[config.mk]
export PLATFORM = sky130hd
export DESIGN_NAME = pipt_ctrl
export DESIGN_NICKNAME = d
export VERILOG_FILES = /design/src/sv/pipt_pkg.sv /design/src/sv/pipt_ctrl.sv
export SDC_FILE = /design/constraint.sdc
export NUM_CORES = 1
export LEC_CHECK = 0
export BUFFER_PORTS_ARGS = -buffer_cell sky130_fd_sc_hd__clkbuf_2
export CELL_PAD_IN_SITES_DETAIL_PLACEMENT = 0
export CELL_PAD_IN_SITES_GLOBAL_PLACEMENT = 1
export CORE_AREA = 2 2 39 41
export DETAILED_ROUTE_END_ITERATION = 12
export DIE_AREA = 0 0 41 43
export GPL_TIMING_DRIVEN = 0
export PLACE_DENSITY_LB_ADDON = 0.1
export RECOVER_POWER = 25
export SYNTH_ARGS = -nofsm -noshare
export SYNTH_HDL_FRONTEND = slang
export SYNTH_SLANG_ARGS = --single-unit
[constraint.sdc]
create_clock -name clk_i -period 1.4 [get_ports clk_i]
set_input_delay 0.42 -clock clk_i [delete_from_list [all_inputs] [get_ports clk_i]]
set_output_delay 0.42 -clock clk_i [all_outputs]
set_load 0.005 [all_outputs]
[src/sv/pipt_pkg.sv]
package pipt_pkg;

  localparam int unsigned TILE_WIDTH = 8;
  localparam int unsigned COL_W      = $clog2(TILE_WIDTH);
  localparam int unsigned PLANES     = 4;

  typedef enum logic [1:0] {
    OP_BUILD  = 2'd0,
    OP_ENCODE = 2'd1,
    OP_READ   = 2'd2,
    OP_CLEAR  = 2'd3
  } op_e;

  typedef enum logic [1:0] {
    KIND_ROW    = 2'd0,
    KIND_WORD   = 2'd1,
    KIND_STATUS = 2'd2
  } kind_e;

  typedef struct packed {
    op_e        op;
    logic [7:0] red;
    logic [7:0] green;
    logic [7:0] blue;
    logic [7:0] entry_index;
  } req_t;

  typedef struct packed {
    kind_e       kind;
    logic [7:0]  plane_zero;
    logic [7:0]  plane_one;
    logic [7:0]  plane_two;
    logic [7:0]  plane_three;
    logic [14:0] color_word;
    logic [8:0]  color_count;
    logic        table_full;
  } rsp_t;

  typedef struct packed {
    logic load;
    logic clear;
    logic rd_issue;
    logic rd_emit;
    logic search_init;
    logic search_run;
    logic build_commit;
    logic encode_commit;
  } cmd_t;

  typedef struct packed {
    op_e  op;
    logic search_done;
  } sts_t;

  function automatic logic [14:0] color_word_of(input logic [23:0] rgb);
    logic [14:0] w;
    w[3:0]   = rgb[23:20];
    w[7:4]   = rgb[15:12];
    w[11:8]  = rgb[7:4];
    w[12]    = rgb[19];
    w[13]    = rgb[11];
    w[14]    = rgb[3];
    return w;
  endfunction

endpackage

[src/sv/pipt_ctrl.sv]
module pipt_ctrl (
  input  logic          clk_i,
  input  logic          rst_ni,
  input  logic          start,
  output logic          busy,
  input  pipt_pkg::sts_t sts_i,
  output pipt_pkg::cmd_t cmd_o
);
  import pipt_pkg::*;

  typedef enum logic [1:0] {
    S_IDLE,
    S_DISPATCH,
    S_SEARCH,
    S_RDWAIT
  } state_e;

  state_e state_q, state_d;

  always_comb begin
    cmd_o   = '0;
    state_d = state_q;
    case (state_q)
      S_IDLE: begin
        if (start) begin
          cmd_o.load = 1'b1;
          state_d    = S_DISPATCH;
        end
      end
      S_DISPATCH: begin
        case (sts_i.op)
          OP_BUILD, OP_ENCODE: begin
            cmd_o.search_init = 1'b1;
            state_d           = S_SEARCH;
          end
          OP_READ: begin
            cmd_o.rd_issue = 1'b1;
            state_d        = S_RDWAIT;
          end
          OP_CLEAR: begin
            cmd_o.clear = 1'b1;
            state_d     = S_IDLE;
          end
          default: begin
            state_d = S_IDLE;
          end
        endcase
      end
      S_SEARCH: begin
        if (sts_i.search_done) begin
          if (sts_i.op == OP_BUILD) begin
            cmd_o.build_commit = 1'b1;
          end else begin
            cmd_o.encode_commit = 1'b1;
          end
          state_d = S_IDLE;
        end else begin
          cmd_o.search_run = 1'b1;
        end
      end
      S_RDWAIT: begin
        cmd_o.rd_emit = 1'b1;
        state_d       = S_IDLE;
      end
      default: begin
        state_d = S_IDLE;
      end
    endcase
  end

  always_ff @(posedge clk_i or negedge rst_ni) begin
    if (!rst_ni) begin
      state_q <= S_IDLE;
    end else begin
      state_q <= state_d;
    end
  end

  assign busy = (state_q != S_IDLE);

  a_search_op: assert property (@(posedge clk_i) disable iff (!rst_ni)
    state_q == S_SEARCH |-> (sts_i.op == OP_BUILD || sts_i.op == OP_ENCODE))
    else $error("search running for an op without lookup");

endmodule

==> results of run 1 <==
-- synth_stat cells --
| master | number |
|---|---|
| nor3_1 | 1 |
| and3_1 | 1 |
| nor3b_1 | 1 |
| and2b_1 | 1 |
| nor2b_1 | 1 |
| nor2_1 | 3 |
| or2_2 | 1 |
| a21o_1 | 1 |
| and2_2 | 1 |
| nor3b_2 | 1 |
| nand3b_1 | 2 |
| o21bai_1 | 1 |
| nand2_1 | 1 |
| dfrtp_1 | 2 |
-- worst reg2reg max path, cell delays in order, from the launching register on --
cell and delay, ps:
dfrtp_2 430, nor3b_1 240, o21bai_1 150
-- power by group --
part | switching [mW] | internal, mW
registers | 0.0393 | 0.0864
clock network | 0.0366 | 0.0949
logic | 0.0711 | 0.109
total | 0.147 | 0.290
-- per-layer routing --
layer	global-route usage, %	vias up
met5	0	-
met4	8.00	0
met3	1.57	2
met2	8.44	9
met1	7.69	89
li1	-	100
-- stage by stage --
stage / cell area (um^2) / power [mW] / utilization, %
after global placement: 244 / 0.301 / 17.6
after global routing: 280 / 0.483 / 20.3
after CTS: 278 / 0.445 / 20.1
after floorplan: 154 / 0.211 / -
final: 280 / 0.437 / 20.3
after detailed placement: 244 / 0.301 / 17.6
-- cell families (layout without fill, tap and decap cells) --
| group | Yosys count | count (layout) | share of synthesized area, % |
|---|---|---|---|
| AND/OR/NAND/NOR | 14 | 14 | 57.7 |
| AO/OA/AOI/OAI | 2 | 2 | 9.76 |
| buffers and inverters | 0 | 18 | 0 |
| flip-flops | 2 | 2 | 32.5 |
-- worst max-delay path by stage --
stage | from | to | slack (ps) | cells past startpoint
final | state_q[0] | cmd_o[1] | -140 | 3
after global routing | state_q[0] | cmd_o[1] | -200 | 3
after CTS | state_q[0] | cmd_o[1] | -180 | 3
after detailed placement | state_q[0] | cmd_o[1] | 60 | 3
after global placement | state_q[0] | cmd_o[6] | 50 | 3
after floorplan | state_q[0] | cmd_o[1] | 230 | 2
-- final cells by class --
type,count,area share (%)
multi-input cells,16,37.9
repair buffers,15,28.1
flip-flops and latches,2,18.7
clock buffers,3,8.04
well taps,16,7.14
-- what timing repair did --
| action | 4_1_cts | 5_1_grt |
|---|---|---|
| pin swaps | 0 | 0 |
| hold buffers | 1 | 0 |
| endpoints found under the setup margin | 9 | 9 |
| hold endpoints to repair | 2 | 0 |
| resized for setup | 1 | 6 |
| gates cloned | 0 | 0 |
==> impl_metrics.ini, run 1 <==
[outcome]
status = finished, violations left
violations = negative setup slack

[placed_design]
hpwlAfterDp_um = 369
post-place-ws_ps = 58.5
io_buffers = 14
gp_congestion = 0.536
post-place-cells = 48

[cells_and_area]
nFillCells = 166
antennaDiodeCount = 0
final_cell_mix = clkbuf_2 (9), buf_2 (4), nor2_1 (3), clkbuf_4 (3)
instances_no_fill = 52
regMostFlops = state_q
final_common_cell = clkbuf_2
multiInputGateArea_um2 = 106
drive_above_1_share_pct = 61.1
top_regs = state_q x2
largest_reg_flops = 2
seq_area_um2 = 52.6
nets = 44
area_growth_pct = 82.1

[detailed_routing]
drc = 0
wl_met3_um = 39
ant_nets = 0
wl_per_cell_um = 8.69
wl_met1_um = 170
wl_met2_um = 227
viasPerCell = 3.85
drt_iter0_drc = 1
top_layer = met4
num_vias = 200
drt_first_pass_iters = 2
wl_um = 452

[yosys]
synth_area_leaders = dfrtp_1 (33%), nand3b_1 (9.8%), nor3b_2 (8.1%)
ys_types = 14
syn-mean-instance-area_um2 = 8.55
synth_top_area_share_pct = 32.5
ys_seq_area_share_pct = 32.5
synth_top_area_cell = dfrtp_1
ys_seq_elements = 2
postSynthCellCount = 18
synth_area_um2 = 154
synth_nets = 24
synth-warning-count = 0

[sta]
tightest_slew_ps = 212
fin_crit_ps = 1540
setup_ws_ps = -142
setup_viol = 8
fin_tns_setup_ps = -706
finalHoldViolations = 0
fmax_ghz = 0.648
finClkSkew_ps = 1.07
grt_setup_unrepaired = yes
relSlewSlack_pct = 85.8
finalCritPeriodShare_pct = 110
whs_ps = 458
drv_slew = 0

[cts]
cts_buffers = 3
post_cts_buffers = 0
clock_latency_ps = 230
clk_pin_slew_ps = 30
cts_tree = built
root_buffer = clkbuf_4
htree_levels = 1
clk_path_buf_depth = 2
cts.sinks = 2

[min_path]
hp-start = sts_i[1]
hold_path_end = state_q[0]
hold_class = in -> reg
holdPathStages = 2

[global_route]
grt_pass1_wl_um = 724
grt_overflow_total = 0
grt_pass1_vias = 183
grt_use_total_pct = 6.62
grt_max_degree = 8
antenna_found_initial = 0

[floorplanning]
die-width_um = 41
initial_core_util_pct = 11.1
ioPinCount = 15
core_region_area_mm2 = 0.00138
fp-row-count = 14
dieArea_mm2 = 0.00176
die_h_um = 43

[worst_setup_path]
path_cells = nand3b_1 > nor3_1 > buf_2
startpoint_type = flip-flop
rr_worst_depth = 2
reg2reg_slack_ps = 490
crit_path_max_incr_delay_ps = 430
path_delay_family = flip-flops
path_buf_inv = 1
timing.rr.end = state_q[0]
reg2reg_from = state_q[1]
critical_path_required_ps = 980
end_kind = output pin
critical_path_class = reg -> out
crit_fanout = 7
slowest_stage = dfrtp_2
worstPathArrival_ps = 1120

[pwr]
pwr_density_cell_mw_per_mm2 = 1560
vdd_drop_max_mv = 0.493
total_leakage_power_nw = 0.154

[flow_run]
maxCapViolCount = 0
Note: power is estimated with default switching activity, not from simulation.
==> run 2, diff against run 1 <==
- CTS_BUF_LIST: not set -> sky130_fd_sc_hd__clkbuf_8
==> run 2 against run 1 <==
Net effect: the run still ends with negative setup slack left; routed wire length is 0.88% higher; clock power is 75% higher; first-iteration DRC count unchanged; sequential share of layout area fell by 1.2 points; maximum frequency is 1.2% higher; worst hold slack improved by 17 ps; register-to-register slack barely moved; critical path depth stayed put; clock skew fell by 0.86 ps; critical endpoint unchanged.
==> impl_metrics.ini, run 2 (synthesis gave the netlist of run 1 again) <==
[cells_and_area]
utilization_pct = 21.6
area_growth_pct = 94.3
instances_no_fill = 52
antennaDiodeCount = 0
drive_above_1_share_pct = 61.1
regMostFlops = state_q
final_area_um2 = 299
top_regs = state_q x2
largest_reg_flops = 2
final_cell_mix = clkbuf_2 (9), buf_2 (4), nor2_1 (3), clkbuf_8 (3)
nets = 44
final_common_cell = clkbuf_2

[sta]
grt_setup_unrepaired = yes
fin_tns_setup_ps = -567
fmax_ghz = 0.656
tightest_slew_ps = 212
relSlewSlack_pct = 85.8
setup_viol = 8
fin_crit_ps = 1520
setup_ws_ps = -124
finClkSkew_ps = 0.207
finalCritPeriodShare_pct = 109
finalHoldViolations = 0
drv_slew = 0

[worst_setup_path]
worstPathArrival_ps = 1100
end_kind = output pin
reg2reg_slack_ps = 490
critical_path_class = reg -> out
critical_path_required_ps = 980
startpoint_type = flip-flop
crit_fanout = 7

[pwr]
pwr_density_cell_mw_per_mm2 = 1790
total_leakage_power_nw = 0.162
vdd_drop_max_mv = 0.622

[global_route]
antenna_found_initial = 0
grt_overflow_total = 0
grt_use_total_pct = 6.62
grt_max_degree = 8
grt_pass1_vias = 180
grt_pass1_wl_um = 724

[cts]
post_cts_buffers = 0
clock_latency_ps = 210
htree_levels = 1
cts.sinks = 2
root_buffer = clkbuf_8
clk_path_buf_depth = 2
cts_buffers = 3
clk_pin_slew_ps = 30
cts_tree = built

[floorplanning]
die-width_um = 41
ioPinCount = 15
dieArea_mm2 = 0.00176
die_h_um = 43
fp-row-count = 14
initial_core_util_pct = 11.1
core_region_area_mm2 = 0.00138

[detailed_routing]
wl_met2_um = 228
drt_first_pass_iters = 2
ant_nets = 0
wl_met3_um = 40
viasPerCell = 3.87
num_vias = 201
wl_per_cell_um = 8.77
wl_met1_um = 170
drc = 0
drt_iter0_drc = 1
wl_um = 456
top_layer = met4

[placed_design]
gp_congestion = 0.536
post-place-cells = 48
io_buffers = 14
hpwlAfterDp_um = 369
placed_cell_area_um2 = 244

[outcome]
violations = negative setup slack
status = finished, violations left

[flow_run]
maxCapViolCount = 0

[min_path]
hold_class = in -> reg
[run 2: cell counts in the layout (fill, tap and decap cells not counted)]
No cell type changed its count.
[run 2: repair_timing]
action,in CTS,in global routing
resized for setup,1,6
hold buffers,1,0
setup endpoints to repair,8,8
endpoints found under the hold margin,2,0
[run 2: worst paths after layout]
| check | depth (start not counted) | startpoint | endpoint |
|---|---|---|---|
| worst max-delay path | 3 | state_q[0] | cmd_o[1] |
| worst min-delay path | 2 | sts_i[1] | state_q[0] |
| worst max register to register | 2 | state_q[1] | state_q[0] |
| worst min register to register | 2 | state_q[0] | state_q[1] |
| max in group asynchronous | 2 | rst_ni | state_q[0] |
| min in group asynchronous | 2 | rst_ni | state_q[1] |
[run 2: power breakdown]
| group | total [mW] | internal (mW) | switching [mW] |
|---|---|---|---|
| clock network | 0.229 | 0.182 | 0.0469 |
| registers | 0.126 | 0.0864 | 0.0393 |
| logic | 0.180 | 0.109 | 0.0711 |
[run 2: metal layers]
| layer | track usage, % | vias up |
|---|---|---|
| li1 | - | 100 |
| met1 | 7.69 | 89 |
| met2 | 8.44 | 10 |
| met3 | 1.57 | 2 |
| met4 | 8.00 | 0 |
| met5 | 0 | - |
[run 2: final cells by class]
class / instances / area [um^2]
multi-input cells: 16 / 106
flip-flops and latches: 2 / 52.6
repair buffers: 15 / 78.8
well taps: 16 / 20.0
fillers: 163 / 1080
clock buffers: 3 / 41.3
[run 2: stage by stage]
stage / hold slack [ps] / worst slack, ps / total power, mW
after floorplan: 124 / 228 / 0.211
after global placement: 206 / 54.3 / 0.301
after detailed placement: 207 / 58.5 / 0.301
after CTS: 477 / -156 / 0.542
after global routing: 489 / -176 / 0.580
final: 475 / -124 / 0.534
[run 2: critical path, cell delays in order (launching register included)]
cell,delay (ps)
dfrtp_2,430
nand3b_1,190
nor3_1,130
buf_2,130
